$ cat config.mk
export PLATFORM = sky130hd
export DESIGN_NAME = cpu_alu_with_flags_unit
export DESIGN_NICKNAME = d
export VERILOG_FILES = /design/src/cpualu_pkg.sv /design/src/cpu_alu_with_flags_unit.sv
export SDC_FILE = /design/constraint.sdc
export NUM_CORES = 2
export LEC_CHECK = 0
export BUFFER_PORTS_ARGS = -buffer_cell sky130_fd_sc_hd__buf_2
export CORE_UTILIZATION = 30
export CTS_CLUSTER_DIAMETER = 60
export DETAILED_ROUTE_END_ITERATION = 12
export SLEW_MARGIN = 40
export SYNTH_ARGS = -nofsm -noshare
export SYNTH_HDL_FRONTEND = slang
export SYNTH_SLANG_ARGS = --single-unit
export TNS_END_PERCENT = 50
$ cat constraint.sdc
create_clock -name clk -period 14.3 [get_ports clk]
set_input_delay 2.145 -clock clk [delete_from_list [all_inputs] [get_ports clk]]
set_output_delay 2.145 -clock clk [all_outputs]
set_load 0.005 [all_outputs]
$ cat src/cpualu_pkg.sv
package cpualu_pkg;

  localparam int DATA_WIDTH_DEF = 16;
  localparam int OP_W = 4;

  typedef enum logic [OP_W-1:0] {
    OP_MOV = 4'd0,
    OP_AND = 4'd1,
    OP_IOR = 4'd2,
    OP_INC = 4'd3,
    OP_DEC = 4'd4,
    OP_NOT = 4'd5,
    OP_ADD = 4'd6,
    OP_CMP = 4'd7,
    OP_MUL = 4'd8,
    OP_DIV = 4'd9
  } op_t;

endpackage

$ cat src/cpu_alu_with_flags_unit.sv
// ALU with flags for a small CPU core. One transaction in carries an operation code
// (MOV, AND, IOR, INC, DEC, NOT, ADD, CMP, MUL, DIV), the destination and source
// words and the current flags; exactly one transaction comes out, in order, with the
// value to write, its write enable, the new zero/sign/carry/overflow flags, an
// optional stack push word and a divide fault. Codes 10 to 15 do nothing (no write,
// flags kept). The unit takes a new transaction every cycle unless the output is
// stalled with every stage full. Each one passes stage 0 for operand decode, the
// multiplier and the adder, then the restoring divider, one quotient bit per stage,
// which every operation passes through. Stages advance independently, so bubbles
// are squeezed out while the output is stalled.
module cpu_alu_with_flags_unit #(
  parameter int DATA_WIDTH = cpualu_pkg::DATA_WIDTH_DEF
) (
  input  logic                        clk,
  input  logic                        rst,
  input  logic                        in_valid,
  output logic                        in_stall,
  input  logic [cpualu_pkg::OP_W-1:0] operation,
  input  logic [DATA_WIDTH-1:0]       dest_value,
  input  logic [DATA_WIDTH-1:0]       src_value,
  input  logic                        carry_in,
  input  logic                        zero_in,
  input  logic                        sign_in,
  input  logic                        overflow_in,
  output logic                        out_valid,
  input  logic                        out_stall,
  output logic [DATA_WIDTH-1:0]       result_value,
  output logic                        write_enable,
  output logic                        zero_out,
  output logic                        sign_out,
  output logic                        carry_out,
  output logic                        overflow_out,
  output logic [DATA_WIDTH-1:0]       push_value,
  output logic                        push_valid,
  output logic                        divide_fault
);
  import cpualu_pkg::*;

  localparam int W  = DATA_WIDTH;
  localparam int NS = W + 1;   // stage 0 plus one stage per quotient bit

  // payload carried down the pipe
  typedef struct packed {
    logic [W-1:0] res;
    logic         we;
    logic         z;
    logic         n;
    logic         c;
    logic         v;
    logic [W-1:0] pv;
    logic         pvalid;
    logic         fault;
    logic         is_div;  // DIV with nonzero divisor, fixed up at the last stage
    logic [W-1:0] rem;
    logic [W-1:0] quo;
    logic [W-1:0] dvs;
  } stage_t;

  stage_t      st [NS];
  stage_t      st_next [NS];
  logic [NS-1:0] vld;
  logic [NS-1:0] adv;

  // ---------------------------------------------------------------- stage 0 decode
  logic [W:0]     sum;
  logic [2*W-1:0] prod;
  logic [W-1:0]   diff;
  logic [W-1:0]   logic_res;
  op_t            op;
  stage_t         s0;

  assign op   = op_t'(operation);
  assign sum  = {1'b0, dest_value} + {1'b0, src_value} + {{W{1'b0}}, carry_in};
  assign prod = dest_value * src_value;
  assign diff = dest_value - src_value;

  always_comb begin
    logic_res    = dest_value;
    s0           = '0;
    s0.res       = dest_value;
    s0.we        = 1'b1;
    s0.z         = zero_in;
    s0.n         = sign_in;
    s0.c         = carry_in;
    s0.v         = overflow_in;
    s0.quo       = dest_value;
    s0.dvs       = src_value;
    unique case (op)
      OP_MOV: logic_res = src_value;
      OP_AND: logic_res = dest_value & src_value;
      OP_IOR: logic_res = dest_value | src_value;
      OP_INC: logic_res = dest_value + W'(1);
      OP_DEC: logic_res = dest_value - W'(1);
      OP_NOT: logic_res = ~dest_value;
      default: logic_res = dest_value;
    endcase
    unique case (op)
      OP_MOV, OP_AND, OP_IOR, OP_INC, OP_DEC, OP_NOT: begin
        s0.res = logic_res;
        s0.z   = (logic_res == '0);
        s0.n   = logic_res[W-1];
      end
      OP_ADD: begin
        s0.res = sum[W-1:0];
        s0.z   = (sum == '0);
        s0.n   = sum[W-1];
        s0.c   = sum[W];
        s0.v   = (dest_value[W-1] ^ sum[W-1]) & (src_value[W-1] ^ sum[W-1]);
      end
      OP_MUL: begin
        s0.res = prod[W-1:0];
        s0.z   = (prod == '0);
        s0.n   = prod[W-1];
        s0.c   = |prod[2*W-1:W];
        s0.v   = (dest_value[W-1] ^ prod[W-1]) & (src_value[W-1] ^ prod[W-1]);
        if (|prod[2*W-1:W]) begin
          s0.pv     = prod[2*W-1:W];
          s0.pvalid = 1'b1;
        end
      end
      OP_CMP: begin
        s0.we = 1'b0;
        s0.c  = (dest_value >= src_value);
        s0.z  = (dest_value == src_value);
        s0.n  = diff[W-1];
      end
      OP_DIV: begin
        s0.pvalid = 1'b1;
        if (src_value == '0) begin
          // divide by zero: push old destination, write all ones, flags kept
          s0.pv    = dest_value;
          s0.res   = '1;
          s0.fault = 1'b1;
        end else begin
          s0.is_div = 1'b1;
        end
      end
      default: s0.we = 1'b0;  // unused codes
    endcase
  end

  assign st_next[0] = s0;

  // ------------------------------------------------------- restoring divider stages
  for (genvar i = 1; i < NS; i++) begin : g_div
    logic [W:0] t;
    logic [W:0] td;
    logic       ge;
    assign t  = {st[i-1].rem, st[i-1].quo[W-1]};
    assign td = t - {1'b0, st[i-1].dvs};
    assign ge = (t >= {1'b0, st[i-1].dvs});
    always_comb begin
      st_next[i]     = st[i-1];
      st_next[i].rem = ge ? td[W-1:0] : t[W-1:0];
      st_next[i].quo = {st[i-1].quo[W-2:0], ge};
      if (i == NS - 1 && st[i-1].is_div) begin
        st_next[i].res = {st[i-1].quo[W-2:0], ge};
        st_next[i].pv  = ge ? td[W-1:0] : t[W-1:0];
        st_next[i].z   = ({st[i-1].quo[W-2:0], ge} == '0);
        st_next[i].n   = st[i-1].quo[W-2];
        st_next[i].c   = 1'b0;
      end
    end
  end

  // ------------------------------------------------------------- flow control
  // a stage may take new data when it is empty or its content moves on
  always_comb begin
    adv[NS-1] = !vld[NS-1] || !out_stall;
    for (int i = NS - 2; i >= 0; i--) begin
      adv[i] = !vld[i] || adv[i+1];
    end
  end

  assign in_stall = !adv[0];

  always_ff @(posedge clk) begin
    if (rst) begin
      vld <= '0;
    end else begin
      if (adv[0]) vld[0] <= in_valid;
      for (int i = 1; i < NS; i++) begin
        if (adv[i]) vld[i] <= vld[i-1];
      end
    end
  end

  always_ff @(posedge clk) begin
    for (int i = 0; i < NS; i++) begin
      if (adv[i]) st[i] <= st_next[i];
    end
  end

  // ------------------------------------------------------------------ outputs
  assign out_valid    = vld[NS-1];
  assign result_value = st[NS-1].res;
  assign write_enable = st[NS-1].we;
  assign zero_out     = st[NS-1].z;
  assign sign_out     = st[NS-1].n;
  assign carry_out    = st[NS-1].c;
  assign overflow_out = st[NS-1].v;
  assign push_value   = st[NS-1].pv;
  assign push_valid   = st[NS-1].pvalid;
  assign divide_fault = st[NS-1].fault;

  // --------------------------------------------------------------- assertions
  a_fault_shape: assert property (@(posedge clk) disable iff (rst)
    out_valid && divide_fault |-> push_valid && write_enable && (result_value == '1))
    else $error("divide fault without push or all-ones write");

  a_nowrite_nopush: assert property (@(posedge clk) disable iff (rst)
    out_valid && !write_enable |-> !push_valid && !divide_fault)
    else $error("push or fault on a non-writing operation");

  a_accept_fills: assert property (@(posedge clk) disable iff (rst)
    in_valid && !in_stall |=> vld[0])
    else $error("accepted transaction lost at stage 0");

endmodule

# Word level (Yosys, flattened, before mapping)
# Memory sizes are Yosys's and may differ from the RTL's.
# Cells that the tools add are included.
[classes] n_lt_le_gt_ge=17 reduce_logical=45 mux=66 eq_ne=10 bitwise_logic=9 addsub=21 multipliers=1
[op_table] operator="16-bit 2-to-1 mux" count=20
[op_table] operator="17-bit by 16-bit greater-or-equal comparator with 1-bit output" count=16
[op_table] operator="16-bit subtractor" count=17
[op_table] operator="16-bit one-hot mux with 6 select lines" count=1
[op_table] operator="16-bit one-hot mux with 4 select lines" count=1
[op_table] operator="16-bit logical NOT" count=3
[op_table] operator="1-bit 2-to-1 mux" count=37
[op_table] operator="17-bit one-hot mux with 2 select lines" count=1
[op_table] operator="32-bit logical NOT" count=1
[op_table] operator="16-bit by 16-bit multiplier with 32-bit output" count=1
[op_table] operator="1-bit logical NOT" count=19
[op_table] operator="16-bit by 16-bit adder with 17-bit output" count=1
[op_table] operator="17-bit by 1-bit adder with 17-bit output" count=1
[op_table] operator="17-bit logical NOT" count=1
[op_table] operator="1-bit logical OR" count=17
[op_table] operator="17-bit 2-to-1 mux" count=1
[op_table] operator="16-bit by 1-bit adder with 16-bit output, second input constant" count=1
[op_table] operator="16-bit bitwise AND" count=1
[op_table] operator="16-bit == test" count=1
[op_table] operator="4-bit by 3-bit == test with 1-bit output, second input constant" count=4
[op_table] operator="16-bit greater-or-equal comparator" count=1
[op_table] operator="16-bit NOT" count=1
[op_table] operator="16-bit OR" count=1
[op_table] operator="16-bit OR reduction" count=1
[op_table] operator="14 further kinds" count=20
[word_totals] register_bits=17 mem_bits_rw=1496 word_cells=187 inputBits=44 memories=1 out_inout_bits=41
[mem_list] name="st" words=17 width=88 read_ports=17 rd_clocked_by_memory_dff=0 wr=17 line_no="cpu_alu_with_flags_unit.sv:59" source="stage_t st [NS];"

# Longest topological paths before layout
[depth] ltp_word=20 ltp_mapped=26 ltp_nobuf=24

# Worst setup path before layout
# Ideal clock, no wire load.
[synth_path] path_kind="in2out" from="input out_stall" to="output in_stall" required_time_ps=12155 stages=10 path_buffers=0 path_slack_ps=1232 arrival_time_ps=10923 cell_sequence="and3_1 > inv_1 > nor2_1 > and2_1 > inv_1 > nor3_1 > nand3_1 > nor2_1 > nand2_1 > inv_1"
[synth_via] elab_chain_len=19
[synth_rtl] element="start: declaration" line_no="cpu_alu_with_flags_unit.sv:26" source="input logic out_stall,"
[synth_rtl] element="1-bit logical NOT" line_no="cpu_alu_with_flags_unit.sv:169" source="adv[NS-1] = !vld[NS-1] || !out_stall;"
[synth_rtl] element="1-bit logical OR" line_no="cpu_alu_with_flags_unit.sv:169"
[synth_rtl] element="1-bit logical OR" line_no="cpu_alu_with_flags_unit.sv:171" source="adv[i] = !vld[i] || adv[i+1];"
[synth_rtl] element="net adv[15]" line_no="cpu_alu_with_flags_unit.sv:62" source="logic [NS-1:0] adv;"
[synth_rtl] element="1-bit logical OR (4 in series)" line_no="cpu_alu_with_flags_unit.sv:171"
[synth_rtl] element="net adv[11]" line_no="cpu_alu_with_flags_unit.sv:62"
[synth_rtl] element="1-bit logical OR (9 in series)" line_no="cpu_alu_with_flags_unit.sv:171"
[synth_rtl] element="net adv[2]" line_no="cpu_alu_with_flags_unit.sv:62"
[synth_rtl] element="1-bit logical OR (2 in series)" line_no="cpu_alu_with_flags_unit.sv:171"
[synth_rtl] element="1-bit logical NOT" line_no="cpu_alu_with_flags_unit.sv:175" source="assign in_stall = !adv[0];"
[synth_rtl] element="end: declaration" line_no="cpu_alu_with_flags_unit.sv:17" source="output logic in_stall,"
# The timed path passes the listed nets, and every way through them passes these cells.

==> impl_metrics.ini <==
[die]
core_area_mm2 = 0.236
start_util = 0.303
die_height_um = 490
dieWidth_um = 490
num_rows = 178
dieArea_mm2 = 0.240
io_pins = 85

[timing]
setup_violations = 0
period_share = 0.632
setup_ws_ns = 5.26
worst_pin_slew_ns = 0.829
timing_hold_violations_final = 0
fmax_mhz = 111
rsz0062_at_grt = no
fin_skew_ns = 0.0544
max_slew_margin = 0.433
period_minus_slack_ns = 9.04
slew_viol_final = 0
setup_tns_ns = 0

[drt]
met3_length_mm = 8.07
drc = 0
vias = 41316
firstDrtPassIters = 7
routedWlPerCell_um = 18.1
dr.max_layer_used = met5
drtIter0Drc = 3061
drt-vias-per-instance = 4.68
antenna_left = 0
met1Wirelength_mm = 71.0
wl_met2_mm = 75.0
wl_mm = 160

[logic_synthesis]
synth_ff_type = edfxtp_1
synth_seq_cells = 1448
syn_area_mm2 = 0.0714
synth_common_cells = edfxtp_1 (1431), inv_1 (648), nor2_1 (452), ha_1 (408), a21oi_1 (301)
synth.most_common_cell = edfxtp_1
synth-edff-count = 1431
netlist_instances = 5426
yosysUniqueCellTypes = 89
avgSynthCellArea_um2 = 13.2
syn_nets = 6090
yosys_warnings = 0
synth_top_area_frac = 0.602
postSynth.asyncResetShare = 0
yosysTopAreaCell = edfxtp_1
synth_seq_area_share = 0.607
synthTopCellsByArea = edfxtp_1 (60%), ha_1 (7.1%), fa_1 (5.9%)

[min_path]
worstHoldEndpoint = st[0][406]
whs_path_depth = 0
hp-class = reg -> reg
hp-start = st[0][318]

[critical_path]
worst_path_largest_cell_delay_ns = 0.56
reg2reg_to = st[0][159]
crit_buf_inv = 6
r2r_start = vld[16]
r2r_slack_ns = 9.01
path_class = in -> reg
cpMostUsedCell = fa_1
crit_path_end_kind = flop
start_kind = input pin
worstPathMaxFanout = 17
crit_chain = buf_2 -> clkinv_1 -> nor2_1 -> fa_1 -> inv_1 -> fa_1 -> inv_1 -> fa_1 -> fa_1 -> fa_1 -> inv_1 -> fa_1 -> inv_1 -> ha_1 -> a21oi_1 -> o21bai_1 -> a221oi_1 -> a21boi_0 -> or3_1 -> a22oi_1 -> nor4b_1 -> a41oi_1 -> a211o_1
cp.required_ns = 14.78
crit_path_top_delay_cell = clkinv_1
ff2ff_path_depth = 11
cp_top_family = adder cells
worstPathArrival_ns = 9.53

[global_route]
grt_usage = 0.132
grt_remaining_overflow = 0
antenna_found_initial = 7
grt_pass1_wl_mm = 245
grt_pass1_vias = 41932
grt_max_degree = 90

[place]
hpwl_mm = 119
dpl_worst_slack_ns = 4.64
gp_congestion = 0.889
io_buffers = 84

[cells_and_area]
postLayoutCoreUtil = 0.341
area_delta_synth_final_pct = 12.7
fin_nets = 6218
fill_cells = 22607
drive_gt1_frac = 0.0972

[clocking]
cts-hold-fix-buffers = 0
clk_pin_slew_worst_paths_ns = 0.06
cts.sinks = 1448
cts_root_buf = clkbuf_16
cts_setup_buffers = 0
cts-buffers-inserted = 150
clk_latency_ns = 0.79
cts-resized-gates = 0
cts_max_level = 4
clock_tree.buffer_depth = 3
tritoncts = done

[power_and_ir_drop]
powerDensity_mw_per_mm2 = 184
ir_worst_vdd_mv = 0.249
p_leak_nw = 33.7

[flow_run]
maxCapViolations = 0

[run_status]
status = complete, no violations
[kinds of logic (layout without fill, tap and decap cells)]
kind of cell	after synthesis	count (layout)	share of synthesized area
fa+ha+maj	620	620	0.131
compound gates	927	927	0.0848
other cells	0	1	0
flops	1448	1448	0.607
xor+xnor	179	179	0.0220
simple gates	1245	1245	0.0821
mux	185	185	0.0285
buf+inv	822	1065	0.0451
[layer usage]
metal | up-vias | track usage
met1 | 20185 | 0.169
li1 | 19852 | -
met4 | 6 | 0.0525
met3 | 274 | 0.0236
met2 | 999 | 0.221
met5 | - | 0
[final cells by class]
class | instances | area, um2 | share of cell area
clock inverter | 71 | 732 | 0.00910
clock buffer | 196 | 4010 | 0.0498
timing repair buffer | 137 | 918 | 0.0114
tap | 3150 | 3940 | 0.0490
sequential | 1448 | 43300 | 0.538
multi-input combinational | 3156 | 25000 | 0.311
antenna | 1 | 2.50 | 0.0000311
inverter | 661 | 2490 | 0.0309
[worst max-delay path by stage]
| stage | start | endpoint | cells past startpoint |
|---|---|---|---|
| after CTS | dest_value[9] | st[0][68] | 23 |
| after detailed placement | dest_value[9] | st[0][68] | 23 |
| final | dest_value[9] | st[0][68] | 23 |
| after global placement | dest_value[9] | st[0][68] | 23 |
| after floorplan | out_stall | in_stall | 10 |
| after global routing | dest_value[9] | st[0][68] | 23 |
[metrics by stage]
step           hold slack, ns  instance area [um2]  instances  power [W]
2_1_floorplan           0.400                71400       5426    0.00942
4_1_cts                 0.374                80300       8816     0.0148
3_5_place_dp            0.405                75600       8549     0.0111
3_3_place_gp            0.401                75500       8547     0.0110
5_1_grt                 0.388                80400       8820     0.0157
6_report                0.381                80400       8820     0.0148
[worst reg2reg max path, cell delays in order (launching register included)]
cell,delay (ns)
dfxtp_1,0.41
and3_1,0.38
clkinv_2,0.41
nor2_1,0.38
and2_1,0.37
clkinv_2,0.42
nor3_1,0.31
buf_4,0.22
nand3_4,0.39
nor2_1,0.47
clkinv_2,0.55
buf_4,0.57
[registers in the layout, summed over array words and instances (netlist names)]
name and flops:
st 1431, vld 17
[cell usage in the layout, fill, tap and decap left out, drive strengths merged, types with 69 or more instances in the layout]
cell,count
edfxtp,1431
inv,657
nor2,453
ha,408
a21oi,301
nand2,282
fa,212
clkbuf,197
o21ai,173
mux2,142
buf,136
xnor2,119
nor3,85
a21o,80
nand3,70
clkinv,69
[power breakdown]
group | internal [W] | switching [W] | leakage (nW)
Clock | 0.00206 | 0.00160 | 2.29
Combinational | 0.00210 | 0.00351 | 15.1
Sequential | 0.00532 | 0.000206 | 16.3
Note: power is estimated with default switching activity, not from simulation.
